### src/rtl/msgf_pkg.sv
// ----------------------------------------------------------------------------
// msgf_pkg
// Shared types and codes for the missing sample gap filler.
// ----------------------------------------------------------------------------
package msgf_pkg;

  localparam int CntW = 6;

  localparam logic REG_MISSING_CODE = 1'b0;
  localparam logic REG_GAP_WARN     = 1'b1;

  typedef enum logic [1:0] {
    PH_LEAD, PH_ONE, PH_NORMAL, PH_HOLD
  } phase_e;

  typedef enum logic [1:0] {
    CS_IDLE, CS_NEXT, CS_CALC, CS_EMIT
  } ctl_state_e;

  typedef enum logic [2:0] {
    SG_LEAD0, SG_LEADI, SG_HOLDA, SG_ORIG1, SG_GAPI, SG_HOLDB, SG_ORIG2
  } seg_e;

  typedef enum logic [1:0] {
    FK_ORIG, FK_INTERP, FK_EXTRAP, FK_HELD
  } fill_kind_e;

  typedef enum logic [1:0] {
    OP_EXTRAP, OP_LEADI, OP_GAPI
  } calc_op_e;

  typedef enum logic [1:0] {
    SRC_RES, SRC_HOLD, SRC_V, SRC_FW
  } src_e;

  typedef enum logic [1:0] {
    HS_LV, HS_FV, HS_V
  } hold_sel_e;

  typedef enum logic [1:0] {
    LV_KEEP, LV_V, LV_FV, LV_CLR
  } lv_op_e;

  typedef enum logic [1:0] {
    FV_KEEP, FV_V, FV_CLR
  } fv_op_e;

  typedef enum logic [1:0] {
    DC_IDLE, DC_MUL, DC_DIV, DC_FIN
  } dp_calc_e;

  typedef struct packed {
    logic            acc;
    hold_sel_e       hold_sel;
    lv_op_e          lv_op;
    fv_op_e          fv_op;
    logic            gb_fv;
    logic            start;
    calc_op_e        op;
    logic [CntW-1:0] k;
    logic [CntW-1:0] den;
    logic            emit;
    src_e            src;
    fill_kind_e      kind;
    logic            lg;
    logic            run_end;
    logic            set_end;
  } ctl_cmd_t;

  typedef struct packed {
    logic miss;
    logic calc_done;
    logic out_free;
  } dp_stat_t;

endpackage

### src/rtl/missing_sample_gap_filler.sv
// ----------------------------------------------------------------------------
// missing_sample_gap_filler
// Replaces runs of missing samples by linear interpolation, leading-run
// extrapolation, or hold of the last valid value.
// ----------------------------------------------------------------------------
// One sample is taken per item; runs of the missing code are withheld and
// replayed when the run closes. An item with no results is only accepted;
// otherwise the sequencer accepts it, scans its segments in order past the
// empty ones, and steps through NEXT and EMIT for each original or held
// result. Each interpolated or extrapolated result also passes through
// CALC, where the rounding divider develops one quotient bit per cycle.
// Output stalls hold the sequencer in EMIT. A new item is taken once all
// results of the previous one have entered the output register.
module missing_sample_gap_filler #(
  parameter int MAX_GAP     = 31,
  parameter int SAMPLE_BITS = 32
) (
  input  logic        clk_i,
  input  logic        rst_ni,
  input  logic        cfg_valid_i,
  output logic        cfg_ready_o,
  input  logic [0:0]  cfg_index_i,
  input  logic [31:0] cfg_data_i,
  input  logic        s_axis_tvalid,
  output logic        s_axis_tready,
  input  logic [31:0] s_axis_tdata,  // sample
  input  logic        s_axis_tlast,
  output logic        m_axis_tvalid,
  input  logic        m_axis_tready,
  output logic [31:0] m_axis_tdata,  // value
  output logic [3:0]  m_axis_tuser,  // fill_kind[1:0], long_gap, set_end
  output logic        m_axis_tlast
);
  import msgf_pkg::*;

  localparam int VB = (SAMPLE_BITS < 32) ? SAMPLE_BITS : 32;

  logic [31:0] missing_code_q;
  logic [4:0]  warn_q;
  ctl_cmd_t    cmd;
  dp_stat_t    stat;
  logic [1:0]  kind;
  logic        lg, set_end;

  assign cfg_ready_o = 1'b1;

  always_ff @(posedge clk_i or negedge rst_ni) begin
    if (!rst_ni) begin
      missing_code_q <= '0;
      warn_q         <= 5'd5;
    end else if (cfg_valid_i) begin
      case (cfg_index_i)
        REG_MISSING_CODE: missing_code_q <= cfg_data_i;
        REG_GAP_WARN:     warn_q         <= cfg_data_i[4:0];
        default:          warn_q         <= warn_q;
      endcase
    end
  end

  msgf_ctrl #(.MAX_GAP(MAX_GAP)) u_ctrl (
    .clk_i      (clk_i),
    .rst_ni     (rst_ni),
    .warn_i     (warn_q),
    .in_valid_i (s_axis_tvalid),
    .in_ready_o (s_axis_tready),
    .in_last_i  (s_axis_tlast),
    .stat_i     (stat),
    .cmd_o      (cmd)
  );

  msgf_dp #(.VB(VB)) u_dp (
    .clk_i          (clk_i),
    .rst_ni         (rst_ni),
    .missing_code_i (missing_code_q),
    .sample_i       (s_axis_tdata),
    .cmd_i          (cmd),
    .stat_o         (stat),
    .out_valid_o    (m_axis_tvalid),
    .out_ready_i    (m_axis_tready),
    .value_o        (m_axis_tdata),
    .kind_o         (kind),
    .lg_o           (lg),
    .run_end_o      (m_axis_tlast),
    .set_end_o      (set_end)
  );

  assign m_axis_tuser = {set_end, lg, kind};

`ifndef ASSERT_OFF
  a_set_end_last: assert property (@(posedge clk_i) disable iff (!rst_ni)
    (m_axis_tvalid && m_axis_tuser[3]) |-> m_axis_tlast)
    else $error("set end without run end");

  a_orig_no_flag: assert property (@(posedge clk_i) disable iff (!rst_ni)
    (m_axis_tvalid && m_axis_tuser[1:0] == FK_ORIG) |-> !m_axis_tuser[2])
    else $error("original sample flagged as long gap");
`endif

endmodule

### src/rtl/msgf_ctrl.sv
// ----------------------------------------------------------------------------
// msgf_ctrl
// Sequencer: tracks runs, plans the result segments of each item and steps
// through them one result at a time.
// ----------------------------------------------------------------------------
module msgf_ctrl #(
  parameter int MAX_GAP = 31
) (
  input  logic              clk_i,
  input  logic              rst_ni,
  input  logic [4:0]        warn_i,
  input  logic              in_valid_i,
  output logic              in_ready_o,
  input  logic              in_last_i,
  input  msgf_pkg::dp_stat_t stat_i,
  output msgf_pkg::ctl_cmd_t cmd_o
);
  import msgf_pkg::*;

  localparam logic [CntW-1:0] MaxGap = CntW'(MAX_GAP);
  localparam logic [CntW-1:0] MaxGapP1 = CntW'(MAX_GAP + 1);

  ctl_state_e      state_q, state_d;
  phase_e          phase_q;
  seg_e            seg_q;
  logic [CntW-1:0] lead_q, gap_q, pl_q, pg_q, k_q;
  logic [CntW-1:0] cnt_q [7];
  logic [CntW:0]   tot_q;
  logic            fin_q, lgl_q, lga_q, lgg_q, lgb_q;

  logic            acc;
  logic [CntW-1:0] p_cnt [7];
  logic [CntW:0]   p_tot;
  logic            p_lgl, p_lga, p_lgg, p_lgb;
  phase_e          p_phase;
  logic [CntW-1:0] p_lead, p_gap;
  hold_sel_e       p_hold;
  lv_op_e          p_lv;
  fv_op_e          p_fv;
  logic            p_gbfv;
  logic [CntW-1:0] cur_cnt;
  logic            seg_calc;
  logic [CntW-1:0] wrn;

  assign in_ready_o = (state_q == CS_IDLE);
  assign acc        = in_valid_i && in_ready_o;
  assign wrn        = {1'b0, warn_i};
  assign cur_cnt    = cnt_q[seg_q];
  assign seg_calc   = (seg_q == SG_LEAD0) || (seg_q == SG_LEADI) || (seg_q == SG_GAPI);

  // plan of the results for the item on the input
  always_comb begin
    for (int i = 0; i < 7; i++) begin
      p_cnt[i] = '0;
    end
    p_lgl   = 1'b0;
    p_lga   = 1'b0;
    p_lgg   = 1'b0;
    p_lgb   = 1'b0;
    p_phase = phase_q;
    p_lead  = lead_q;
    p_gap   = gap_q;
    p_hold  = HS_LV;
    p_lv    = LV_KEEP;
    p_fv    = FV_KEEP;
    p_gbfv  = 1'b0;
    case (phase_q)
      PH_LEAD: begin
        if (stat_i.miss) begin
          if (in_last_i || lead_q >= MaxGap) begin
            p_cnt[SG_HOLDB] = lead_q + 1'b1;
            p_lgb   = (lead_q + 1'b1) > wrn;
            p_lead  = '0;
            p_phase = PH_HOLD;
          end else begin
            p_lead = lead_q + 1'b1;
          end
        end else if (lead_q == '0) begin
          p_cnt[SG_ORIG2] = CntW'(1);
          p_lv    = LV_V;
          p_phase = PH_NORMAL;
        end else if (in_last_i) begin
          p_cnt[SG_HOLDB] = lead_q;
          p_lgb  = lead_q > wrn;
          p_hold = HS_V;
          p_cnt[SG_ORIG2] = CntW'(1);
        end else begin
          p_fv    = FV_V;
          p_gap   = '0;
          p_phase = PH_ONE;
        end
      end
      PH_ONE: begin
        if (stat_i.miss) begin
          if (in_last_i || gap_q >= MaxGap) begin
            p_cnt[SG_HOLDA] = lead_q;
            p_lga  = lead_q > wrn;
            p_cnt[SG_ORIG1] = CntW'(1);
            p_cnt[SG_HOLDB] = gap_q + 1'b1;
            p_lgb  = (gap_q + 1'b1) > wrn;
            p_hold = HS_FV;
            p_lv   = LV_FV;
            p_lead = '0;
            p_gap  = '0;
            p_phase = PH_HOLD;
          end else begin
            p_gap = gap_q + 1'b1;
          end
        end else begin
          p_cnt[SG_LEAD0] = CntW'(1);
          p_cnt[SG_LEADI] = lead_q - 1'b1;
          p_lgl  = lead_q > wrn;
          p_cnt[SG_ORIG1] = CntW'(1);
          p_cnt[SG_GAPI]  = gap_q;
          p_lgg  = gap_q > wrn;
          p_cnt[SG_ORIG2] = CntW'(1);
          p_gbfv = 1'b1;
          p_lv   = LV_V;
          p_lead = '0;
          p_gap  = '0;
          p_phase = PH_NORMAL;
        end
      end
      PH_NORMAL: begin
        if (stat_i.miss) begin
          if (in_last_i || gap_q >= MaxGap) begin
            p_cnt[SG_HOLDB] = gap_q + 1'b1;
            p_lgb   = (gap_q + 1'b1) > wrn;
            p_gap   = '0;
            p_phase = PH_HOLD;
          end else begin
            p_gap = gap_q + 1'b1;
          end
        end else begin
          p_cnt[SG_GAPI]  = gap_q;
          p_lgg = gap_q > wrn;
          p_cnt[SG_ORIG2] = CntW'(1);
          p_lv  = LV_V;
          p_gap = '0;
        end
      end
      default: begin
        if (stat_i.miss) begin
          p_cnt[SG_HOLDB] = CntW'(1);
          p_lgb = MaxGapP1 > wrn;
        end else begin
          p_cnt[SG_ORIG2] = CntW'(1);
          p_lv    = LV_V;
          p_phase = PH_NORMAL;
        end
      end
    endcase
    if (in_last_i) begin
      p_phase = PH_LEAD;
      p_lead  = '0;
      p_gap   = '0;
      p_lv    = LV_CLR;
      p_fv    = FV_CLR;
    end
    p_tot = '0;
    for (int i = 0; i < 7; i++) begin
      p_tot = p_tot + (CntW+1)'(p_cnt[i]);
    end
  end

  always_comb begin
    state_d = state_q;
    case (state_q)
      CS_IDLE: begin
        if (acc && p_tot != '0) state_d = CS_NEXT;
      end
      CS_NEXT: begin
        if (cur_cnt != '0) state_d = seg_calc ? CS_CALC : CS_EMIT;
      end
      CS_CALC: begin
        if (stat_i.calc_done) state_d = CS_EMIT;
      end
      CS_EMIT: begin
        if (stat_i.out_free) state_d = (tot_q == (CntW+1)'(1)) ? CS_IDLE : CS_NEXT;
      end
      default: state_d = CS_IDLE;
    endcase
  end

  always_comb begin
    cmd_o          = '0;
    cmd_o.acc      = acc;
    cmd_o.hold_sel = p_hold;
    cmd_o.lv_op    = p_lv;
    cmd_o.fv_op    = p_fv;
    cmd_o.gb_fv    = p_gbfv;
    case (seg_q)
      SG_LEAD0: begin
        cmd_o.op  = OP_EXTRAP;
        cmd_o.k   = pl_q;
        cmd_o.den = pg_q + 1'b1;
        cmd_o.src = SRC_RES;  cmd_o.kind = FK_EXTRAP; cmd_o.lg = lgl_q;
      end
      SG_LEADI: begin
        cmd_o.op  = OP_LEADI;
        cmd_o.k   = k_q;
        cmd_o.den = pl_q;
        cmd_o.src = SRC_RES;  cmd_o.kind = FK_INTERP; cmd_o.lg = lgl_q;
      end
      SG_HOLDA: begin
        cmd_o.src = SRC_HOLD; cmd_o.kind = FK_HELD;   cmd_o.lg = lga_q;
      end
      SG_ORIG1: begin
        cmd_o.src = SRC_FW;   cmd_o.kind = FK_ORIG;
      end
      SG_GAPI: begin
        cmd_o.op  = OP_GAPI;
        cmd_o.k   = k_q;
        cmd_o.den = pg_q + 1'b1;
        cmd_o.src = SRC_RES;  cmd_o.kind = FK_INTERP; cmd_o.lg = lgg_q;
      end
      SG_HOLDB: begin
        cmd_o.src = SRC_HOLD; cmd_o.kind = FK_HELD;   cmd_o.lg = lgb_q;
      end
      default: begin
        cmd_o.src = SRC_V;    cmd_o.kind = FK_ORIG;
      end
    endcase
    cmd_o.start   = (state_q == CS_NEXT) && (cur_cnt != '0) && seg_calc;
    cmd_o.emit    = (state_q == CS_EMIT) && stat_i.out_free;
    cmd_o.run_end = (tot_q == (CntW+1)'(1));
    cmd_o.set_end = fin_q && (tot_q == (CntW+1)'(1));
  end

  always_ff @(posedge clk_i or negedge rst_ni) begin
    if (!rst_ni) begin
      state_q <= CS_IDLE;
      phase_q <= PH_LEAD;
      seg_q   <= SG_LEAD0;
      lead_q  <= '0;
      gap_q   <= '0;
      pl_q    <= '0;
      pg_q    <= '0;
      k_q     <= '0;
      tot_q   <= '0;
      fin_q   <= 1'b0;
      lgl_q   <= 1'b0;
      lga_q   <= 1'b0;
      lgg_q   <= 1'b0;
      lgb_q   <= 1'b0;
      for (int i = 0; i < 7; i++) begin
        cnt_q[i] <= '0;
      end
    end else begin
      state_q <= state_d;
      if (acc) begin
        phase_q <= p_phase;
        lead_q  <= p_lead;
        gap_q   <= p_gap;
        pl_q    <= lead_q;
        pg_q    <= gap_q;
        seg_q   <= SG_LEAD0;
        k_q     <= CntW'(1);
        tot_q   <= p_tot;
        fin_q   <= in_last_i;
        lgl_q   <= p_lgl;
        lga_q   <= p_lga;
        lgg_q   <= p_lgg;
        lgb_q   <= p_lgb;
        for (int i = 0; i < 7; i++) begin
          cnt_q[i] <= p_cnt[i];
        end
      end else if (state_q == CS_NEXT && cur_cnt == '0) begin
        seg_q <= seg_e'(3'(seg_q + 3'd1));
        k_q   <= CntW'(1);
      end else if (cmd_o.emit) begin
        cnt_q[seg_q] <= cur_cnt - 1'b1;
        tot_q        <= tot_q - 1'b1;
        k_q          <= k_q + 1'b1;
      end
    end
  end

endmodule

### src/rtl/msgf_dp.sv
// ----------------------------------------------------------------------------
// msgf_dp
// Datapath: sample registers, bit-serial rounding divider for fills, and
// the result register.
// ----------------------------------------------------------------------------
module msgf_dp #(
  parameter int VB = 32
) (
  input  logic               clk_i,
  input  logic               rst_ni,
  input  logic [31:0]        missing_code_i,
  input  logic [31:0]        sample_i,
  input  msgf_pkg::ctl_cmd_t cmd_i,
  output msgf_pkg::dp_stat_t stat_o,
  output logic               out_valid_o,
  input  logic               out_ready_i,
  output logic [31:0]        value_o,
  output logic [1:0]         kind_o,
  output logic               lg_o,
  output logic               run_end_o,
  output logic               set_end_o
);
  import msgf_pkg::*;

  localparam int DW = VB + 6;
  localparam int CW = $clog2(DW + 1);
  localparam logic signed [VB+7:0] Hi = (VB+8)'((64'd1 << (VB - 1)) - 64'd1);
  localparam logic signed [VB+7:0] Lo = ~Hi;

  logic signed [VB-1:0] samp;
  logic signed [VB-1:0] lv_q, fv_q, v_q, fw_q, gb_q, hold_q, s0_q, res_q;
  dp_calc_e             dc_q;
  logic signed [VB:0]   diff_q;
  logic signed [VB-1:0] base_q;
  logic [CntW-1:0]      kk_q, den_q;
  logic                 neg_q, ext_q;
  logic [DW-1:0]        dvd_q;
  logic [CntW-1:0]      rem_q;
  logic [CW-1:0]        it_q;

  logic signed [VB-1:0] a_sel, b_sel;
  logic [VB-1:0]        mag;
  logic [CntW:0]        trial;
  logic                 qbit;
  logic signed [VB+6:0] qs;
  logic signed [VB+7:0] sum;
  logic signed [VB-1:0] sat_v;
  logic signed [VB-1:0] out_src;
  logic                 ov_q;
  logic [31:0]          val_q;
  logic [1:0]           kind_q;
  logic                 lg_q, re_q, se_q;

  assign samp = signed'(sample_i[VB-1:0]);

  assign stat_o.miss      = (sample_i[VB-1:0] == missing_code_i[VB-1:0]);
  assign stat_o.calc_done = (dc_q == DC_FIN);
  assign stat_o.out_free  = !ov_q || out_ready_i;

  always_comb begin
    case (cmd_i.op)
      OP_EXTRAP: begin a_sel = fw_q; b_sel = v_q;  end
      OP_LEADI:  begin a_sel = s0_q; b_sel = fw_q; end
      default:   begin a_sel = gb_q; b_sel = v_q;  end
    endcase
  end

  // extrapolation steps back from the first valid sample
  assign mag   = neg_q ? VB'(-diff_q) : VB'(diff_q);
  assign trial = {rem_q, dvd_q[DW-1]};
  assign qbit  = (trial >= {1'b0, den_q});
  assign qs    = (neg_q ^ ext_q) ? -(VB+7)'({1'b0, dvd_q}) : (VB+7)'({1'b0, dvd_q});
  assign sum   = (VB+8)'(base_q) + (VB+8)'(qs);
  assign sat_v = (sum > Hi) ? VB'(Hi) : ((sum < Lo) ? VB'(Lo) : VB'(sum));

  always_ff @(posedge clk_i or negedge rst_ni) begin
    if (!rst_ni) begin
      dc_q <= DC_IDLE;
      lv_q <= '0;
      fv_q <= '0;
      ov_q <= 1'b0;
    end else begin
      case (dc_q)
        DC_IDLE: if (cmd_i.start) dc_q <= DC_MUL;
        DC_MUL:  dc_q <= DC_DIV;
        DC_DIV:  if (it_q == CW'(1)) dc_q <= DC_FIN;
        DC_FIN:  dc_q <= DC_IDLE;
        default: dc_q <= DC_IDLE;
      endcase
      if (cmd_i.acc) begin
        case (cmd_i.lv_op)
          LV_V:    lv_q <= samp;
          LV_FV:   lv_q <= fv_q;
          LV_CLR:  lv_q <= '0;
          default: lv_q <= lv_q;
        endcase
        case (cmd_i.fv_op)
          FV_V:    fv_q <= samp;
          FV_CLR:  fv_q <= '0;
          default: fv_q <= fv_q;
        endcase
      end
      if (cmd_i.emit) begin
        ov_q <= 1'b1;
      end else if (out_ready_i) begin
        ov_q <= 1'b0;
      end
    end
  end

  always_comb begin
    case (cmd_i.src)
      SRC_RES:  out_src = res_q;
      SRC_HOLD: out_src = hold_q;
      SRC_FW:   out_src = fw_q;
      default:  out_src = v_q;
    endcase
  end

  always_ff @(posedge clk_i) begin
    if (cmd_i.acc) begin
      v_q  <= samp;
      fw_q <= fv_q;
      gb_q <= cmd_i.gb_fv ? fv_q : lv_q;
      case (cmd_i.hold_sel)
        HS_FV:   hold_q <= fv_q;
        HS_V:    hold_q <= samp;
        default: hold_q <= lv_q;
      endcase
    end
    if (cmd_i.start) begin
      diff_q <= (VB+1)'(b_sel) - (VB+1)'(a_sel);
      base_q <= a_sel;
      kk_q   <= cmd_i.k;
      den_q  <= cmd_i.den;
      ext_q  <= (cmd_i.op == OP_EXTRAP);
    end
    if (dc_q == DC_MUL) begin
      dvd_q <= DW'(mag) * DW'(kk_q) + DW'(den_q >> 1);
      rem_q <= '0;
      it_q  <= CW'(DW);
    end else if (dc_q == DC_DIV) begin
      rem_q <= qbit ? CntW'(trial - {1'b0, den_q}) : CntW'(trial);
      dvd_q <= {dvd_q[DW-2:0], qbit};
      it_q  <= it_q - 1'b1;
    end else if (cmd_i.start) begin
      neg_q <= ((VB+1)'(b_sel) - (VB+1)'(a_sel)) < 0;
    end
    if (dc_q == DC_FIN) begin
      res_q <= sat_v;
      if (ext_q) s0_q <= sat_v;
    end
    if (cmd_i.emit) begin
      val_q  <= 32'(out_src);
      kind_q <= cmd_i.kind;
      lg_q   <= cmd_i.lg;
      re_q   <= cmd_i.run_end;
      se_q   <= cmd_i.set_end;
    end
  end

  assign out_valid_o = ov_q;
  assign value_o     = val_q;
  assign kind_o      = kind_q;
  assign lg_o        = lg_q;
  assign run_end_o   = re_q;
  assign set_end_o   = se_q;

endmodule
### config.mk
export PLATFORM = sky130hd
export DESIGN_NAME = missing_sample_gap_filler
export DESIGN_NICKNAME = d
export VERILOG_FILES = /design/src/rtl/msgf_pkg.sv /design/src/rtl/missing_sample_gap_filler.sv /design/src/rtl/msgf_ctrl.sv /design/src/rtl/msgf_dp.sv
export SDC_FILE = /design/constraint.sdc
export NUM_CORES = 2
export LEC_CHECK = 0
export ABC_CLOCK_PERIOD_IN_PS = 17500
export BUFFER_PORTS_ARGS = -buffer_cell sky130_fd_sc_hd__buf_4
export CAP_MARGIN = 20
export CORE_AREA = 2 2 307 309
export CTS_CLUSTER_SIZE = 10
export DETAILED_ROUTE_END_ITERATION = 7
export DIE_AREA = 0 0 309 311
export HOLD_SLACK_MARGIN = 0.03
export PLACE_DENSITY_LB_ADDON = 0.15
export REMOVE_ABC_BUFFERS = 1
export SYNTH_ARGS = -nofsm -noshare
export SYNTH_HDL_FRONTEND = slang
export SYNTH_SLANG_ARGS = --single-unit
### constraint.sdc
create_clock -name clk_i -period 17.5 [get_ports clk_i]
set_input_delay 3.5 -clock clk_i [delete_from_list [all_inputs] [get_ports clk_i]]
set_output_delay 3.5 -clock clk_i [all_outputs]
set_load 0.1 [all_outputs]
Word level (Yosys, flattened, before mapping). Index checks and enable logic that the tools add are counted.

Register bits: 552. Bits in latches: 0. Memory bits (writable): 0. Bits in read-only memories: 0. Input bits: 71. Output and inout port bits: 40. Logic and storage cells: 295. Memories: 0.

Add/subtract/negate cells: 21. Multipliers: 1. Div/mod/pow operators: 0. Order comparisons: 13. Equal/unequal tests: 40. Shift operators: 0. Mux-type cells: 119. Bitwise logic cells: 5. Reductions and logical operators: 49.

Operators by type and width (number): one-hot mux 32 bit (2 select lines) (3); one-hot mux 32 bit (3 select lines) (2); 2-to-1 mux 6 bit (28); 2-to-1 mux 32 bit (5); 2-to-1 mux 42 bit (3); 2-to-1 mux 38 bit (2); 2-to-1 mux 2 bit (25); bitwise mux 42 bit (1); one-hot mux 14 bit (3 select lines) (1); adder 32 x 39 -> 40 bit (1); > comparator 40 x 32 -> 1 bit (second input constant) (1); less-than comparator 40 x 32 -> 1 bit (second input constant) (1); 2-to-1 mux 39 bit (1); negator 38 -> 39 bit (1); adder 38 x 5 -> 38 bit (1); multiplier 32 x 6 -> 38 bit (1); adder 7 x 6 -> 7 bit (5); less-than comparator 33 x 1 -> 1 bit (second input constant) (1); subtractor 32 x 32 -> 33 bit (1); equality test 32 bit (1); negator 32 bit (1); 2-to-1 mux 7 bit (4); 2-to-1 mux 1 bit (26); adder 6 x 1 -> 6 bit (second input constant) (4); 53 further kinds (128).

Depth between registers and ports, before layout.
Depth in word-level cells: 15. Depth in mapped cells: 26. Mapped depth without buffers: 25.

Hierarchy. Synthesis repeated with hierarchy kept, for this count alone.

Cell total of the unflattened synthesis: 3558. Area total of the unflattened synthesis: 38293.0 um^2.

Modules (own cells, without submodules): msgf_dp (times used 1, cells each 2690, area each 29751.0 um^2, sequential area each 12276.8 um^2); msgf_ctrl (times used 1, cells each 784, area each 6969.2 um^2, sequential area each 2277.2 um^2); missing_sample_gap_filler (times used 1, cells each 84, area each 1572.8 um^2, sequential area each 928.4 um^2).

Worst setup path before layout. OpenSTA, ideal clock, no wires.

Kind: input port to flip-flop. Start: input s_axis_tdata[7]. End: register u_ctrl.state_q[0]. Library setup time: 0.125 ns. Arrival time: 8.266 ns. Required time: 17.375 ns. Setup slack: 9.109 ns. Stages on the path: 25. Buffers on the path: 1. Cells stage by stage: xnor2_1 > nand4_1 > nor4_1 > nand4_1 > clkbuf_1 > o32ai_1 > a221oi_1 > a21o_1 > fa_1 > inv_1 > fa_1 > inv_1 > fa_1 > fa_1 > nor2b_1 > o21ai_0 > nand2b_1 > a21o_1 > a21oi_1 > xnor2_1 > nand2_1 > o21ai_0 > nand2_1 > o2111ai_1 > mux2_2.

Cells in the longest elaborated chain, start to end: 13. Elaborated cells on any way between the ends: 23. Classes of those cells: 6 x add/sub; 2 x eq/ne; 12 x mux; 3 x reduce/logical.

Ends and longest elaborated chain: from (decl) (RTL line missing_sample_gap_filler.sv:26) `input logic [31:0] s_axis_tdata,`; equality test 32 bit (*) (RTL line msgf_dp.sv:56) `assign stat_o.miss = (sample_i[VB-1:0] == missing_code_i[VB-1:0]);`; 2-to-1 mux 7 bit (RTL line msgf_ctrl.sv:94) `if (stat_i.miss) begin`; 2-to-1 mux 19 bit (RTL line msgf_ctrl.sv:67) `case (phase_q)`; adder 1 x 6 -> 7 bit (RTL line msgf_ctrl.sv:162) `p_tot = p_tot + (CntW+1)'(p_cnt[i]);`; adder 7 x 6 -> 7 bit (4 in series) (RTL line msgf_ctrl.sv:162); adder 7 x 6 -> 7 bit (*) (RTL line msgf_ctrl.sv:162); nonzero test 7 bit (*) (RTL line msgf_ctrl.sv:170) `if (acc && p_tot != '0) state_d = CS_NEXT;`; logical AND 1 bit (*) (RTL line msgf_ctrl.sv:170); inequality test 2 bit (no source line) (*); AND reduction 4 bit (no source line) (*); to (signal assigned) (RTL line msgf_ctrl.sv:250) `state_q <= state_d;`; to (decl) (RTL line msgf_ctrl.sv:23) `ctl_state_e state_q, state_d;`.

Mark *: on every way between the ends. The rest lies on a longest branch, timed or not. A chain may end at the register's enable or synchronous reset.

Worst setup path in the final report.
Start: input s_axis_tdata[27]. End: register u_ctrl.state_q[0].

Same word-level chain as after synthesis.

==> metrics.yaml <==
status:
  outcome: "completed"
placement:
  place_ws_ps: 8160
  portBuffers: 109
  postPlaceCellArea_um2: 39000
  place.gp.congestion: 0.866
  dp_hpwl_um: 75300
logic_synthesis:
  ys_warn_count: 0
  synth_area_leader_cell: "edfxtp_1"
  synth_xor_area_frac: 0.0571
  synth_cells: 3652
  synth_top_area_share: 0.280
  synth_top_family_by_area: "compound AO/OA/AOI/OAI gates"
  ys_top_cells_by_area: "edfxtp_1 28%, dfrtp_1 13%, fa_1 7.6%"
  synth-edff-count: 345
  postSynthAreaPerCell_um2: 10.1
  ys.flop_type: "edfxtp_1"
  async_flop_share: 0.353
  synth-simple-area-share: 0.152
  synth_cell_type_count: 93
  synthAdderAreaFrac: 0.150
  synth.ff_latch_count: 552
  synth_compound_area_frac: 0.153
  synthMuxAreaShare: 0.0321
  syn-cell-area_um2: 36900
  yosysSeqAreaShare: 0.419
floorplanning:
  initial_core_util: 0.398
  die_h_um: 311
  die_w_um: 309
  io_pins: 111
  row_count: 112
  dieArea_um2: 96100
  core_um2: 92800
drt:
  via_per_inst: 5.43
  num_vias: 27114
  drt_iter0_drc: 2379
  drc: 0
  ant_nets: 0
  dr.pass1.iters: 5
  wl_per_cell_um: 20.5
  routed_wl_um: 102000
layout:
  areaGrowthSynthToFinish_pct: 11.0
  finalInstanceArea_um2: 41000
  fin_nets: 4122
  drive_above_1_share: 0.0983
  n_antenna_cell: 0
timing:
  tightest_slew_ps: 1170
  holdWs_ps: 477
  setup_slack_ps: 8760
  rsz0062_at_grt: "no"
  slew_viol_final: 0
  finalHoldViolations: 0
  tns_ps: 0
  relSlewSlack: 0.216
  skew_ps: 32.3
  setup_violations: 0
  fin_crit_ps: 8740
  fmax_ghz: 0.114
  post-route-period-util: 0.499
clocking:
  root_buffer: "clkbuf_16"
  cts_resized: 0
  cts_setup_buffers: 0
  ctsHoldBuffers: 0
  clk_latency_ps: 630
  cts_buffers: 66
  path_clk_slew_ps: 60
  cts.sinks: 552
  cts-htree-levels: 3
  cts_tree: "done"
  clk_path_buf_depth: 3
run:
  cap_violations: 0
setup_path:
  end_kind: "flop"
  required_ps: 17980
  crit_arrival_ps: 9220
  crit_fanout: 23
  setup.worst_path.class: "in2reg"
  critPathLaunchType: "input pin"
grt:
  antenna_found_initial: 0
  track_usage: 0.214
  grt_max_degree: 78
  grt.overflow.total: 0
  grt_pass1_wl_um: 161000
  grt_pass1_vias: 26737
min_path:
  hold_class: "reg2reg"
[flip-flops by register name, indices dropped and copies added, names as in the netlist, 7 cells and up]
name and cells:
missing_code_q 32, u_ctrl.cnt_q 42, u_ctrl.tot_q 7, u_dp.base_q 32, u_dp.diff_q 32, u_dp.dvd_q 38, u_dp.fv_q 32, u_dp.fw_q 32
u_dp.gb_q 32, u_dp.hold_q 32, u_dp.lv_q 32, u_dp.res_q 32, u_dp.s0_q 32, u_dp.v_q 32, u_dp.value_o 32
[layout make-up]
class / instances / area [µm²]
Timing Repair Buffer: 155 / 1210
Clock buffer: 102 / 1860
Clock inverter: 8 / 77.6
Multi-Input combinational cell: 2750 / 20200
Tap cell: 1254 / 1570
Inverter: 168 / 636
Sequential cell: 552 / 15500
Fill cell: 8997 / 51800
[cells in the mapped netlist (all sizes together), types with 15 or more instances]
master	count
a221oi	39
nand2b	26
nand4	27
edfxtp	345
o21ai	253
xnor2	138
ha	218
and3	52
a31oi	50
mux2	73
a211oi	20
nor2b	156
xor2	101
and2	70
fa	140
clkbuf	157
a22o	40
a21o	98
nor3	38
nor4	15
inv	164
a21oi	135
mux2i	25
buf	25
or3	16
nand2	545
nor2	186
a22oi	84
nand3	34
o31ai	25
o21a	23
dfrtp	193
[per-stage QoR]
step | util | cells
after floorplan | - | 3470
after global placement | 0.420 | 4877
after detailed placement | 0.420 | 4877
after CTS | 0.441 | 4987
after global routing | 0.442 | 4989
final | 0.442 | 4989
[worst paths after layout]
kind	depth (start not counted)	slack, ps	end	start
setup / recovery	26	8760	u_ctrl.state_q[0]	s_axis_tdata[27]
hold / removal	2	480	u_ctrl.cnt_q[27]	u_ctrl.cnt_q[27]
setup reg to reg	25	9840	u_dp.dvd_q[36]	u_dp.diff_q[3]
hold reg to reg	2	480	u_ctrl.cnt_q[27]	u_ctrl.cnt_q[27]
max in group asynchronous	2	13270	u_dp.lv_q[28]	rst_ni
min in group asynchronous	1	2890	u_ctrl.cnt_q[5]	rst_ni
[worst max-delay path: stages]
cell and delay [ps]:
buf_4 150, xnor2_1 380, nand4_1 150, nor4_1 390, nand4_1 140, buf_4 240, nor2_1 300, a221oi_1 150
a21o_1 210, fa_1 510, inv_1 60, fa_1 490, inv_1 50, fa_1 450, fa_1 410, nor2b_1 110
o21ai_0 80, nand2b_1 110, a21o_1 120, a21oi_1 70, xnor2_1 180, nand2_1 70, o21ai_0 280, nand2_1 100
o2111ai_1 110, mux2_2 370
[layer usage]
metal	global-route usage	vias to the layer above	share of wire
met5	0	-	0
met1	0.336	13317	0.50
met4	0.0450	0	0.013
met2	0.312	704	0.43
li1	-	13011	-
met3	0.0298	82	0.058
[kinds of logic after synthesis]
kind of cell | count (synthesis)
other | 1
DFF | 552
xor gates and xnor gates | 239
buffers and inverters | 350
and+or+nand+nor | 1195
adders and majority gates | 358
muxes | 103
AOI/OAI and AO/OA | 854
[cell usage in the layout (no fill, tap or decap), types with 140 or more instances in the layout]
cell | synthesis | routed
fa_1 | 140 | 140
nor2_1 | 184 | 180
o21ai_0 | 246 | 246
inv_1 | 164 | 162
nor2b_1 | 156 | 153
edfxtp_1 | 345 | 345
nand2_1 | 544 | 542
ha_1 | 218 | 214
dfrtp_1 | 193 | 193
buf_4 | 3 | 152
Power is not shown: default switching activity piles up to over one toggle a cycle in this logic, so the estimate is an artifact.
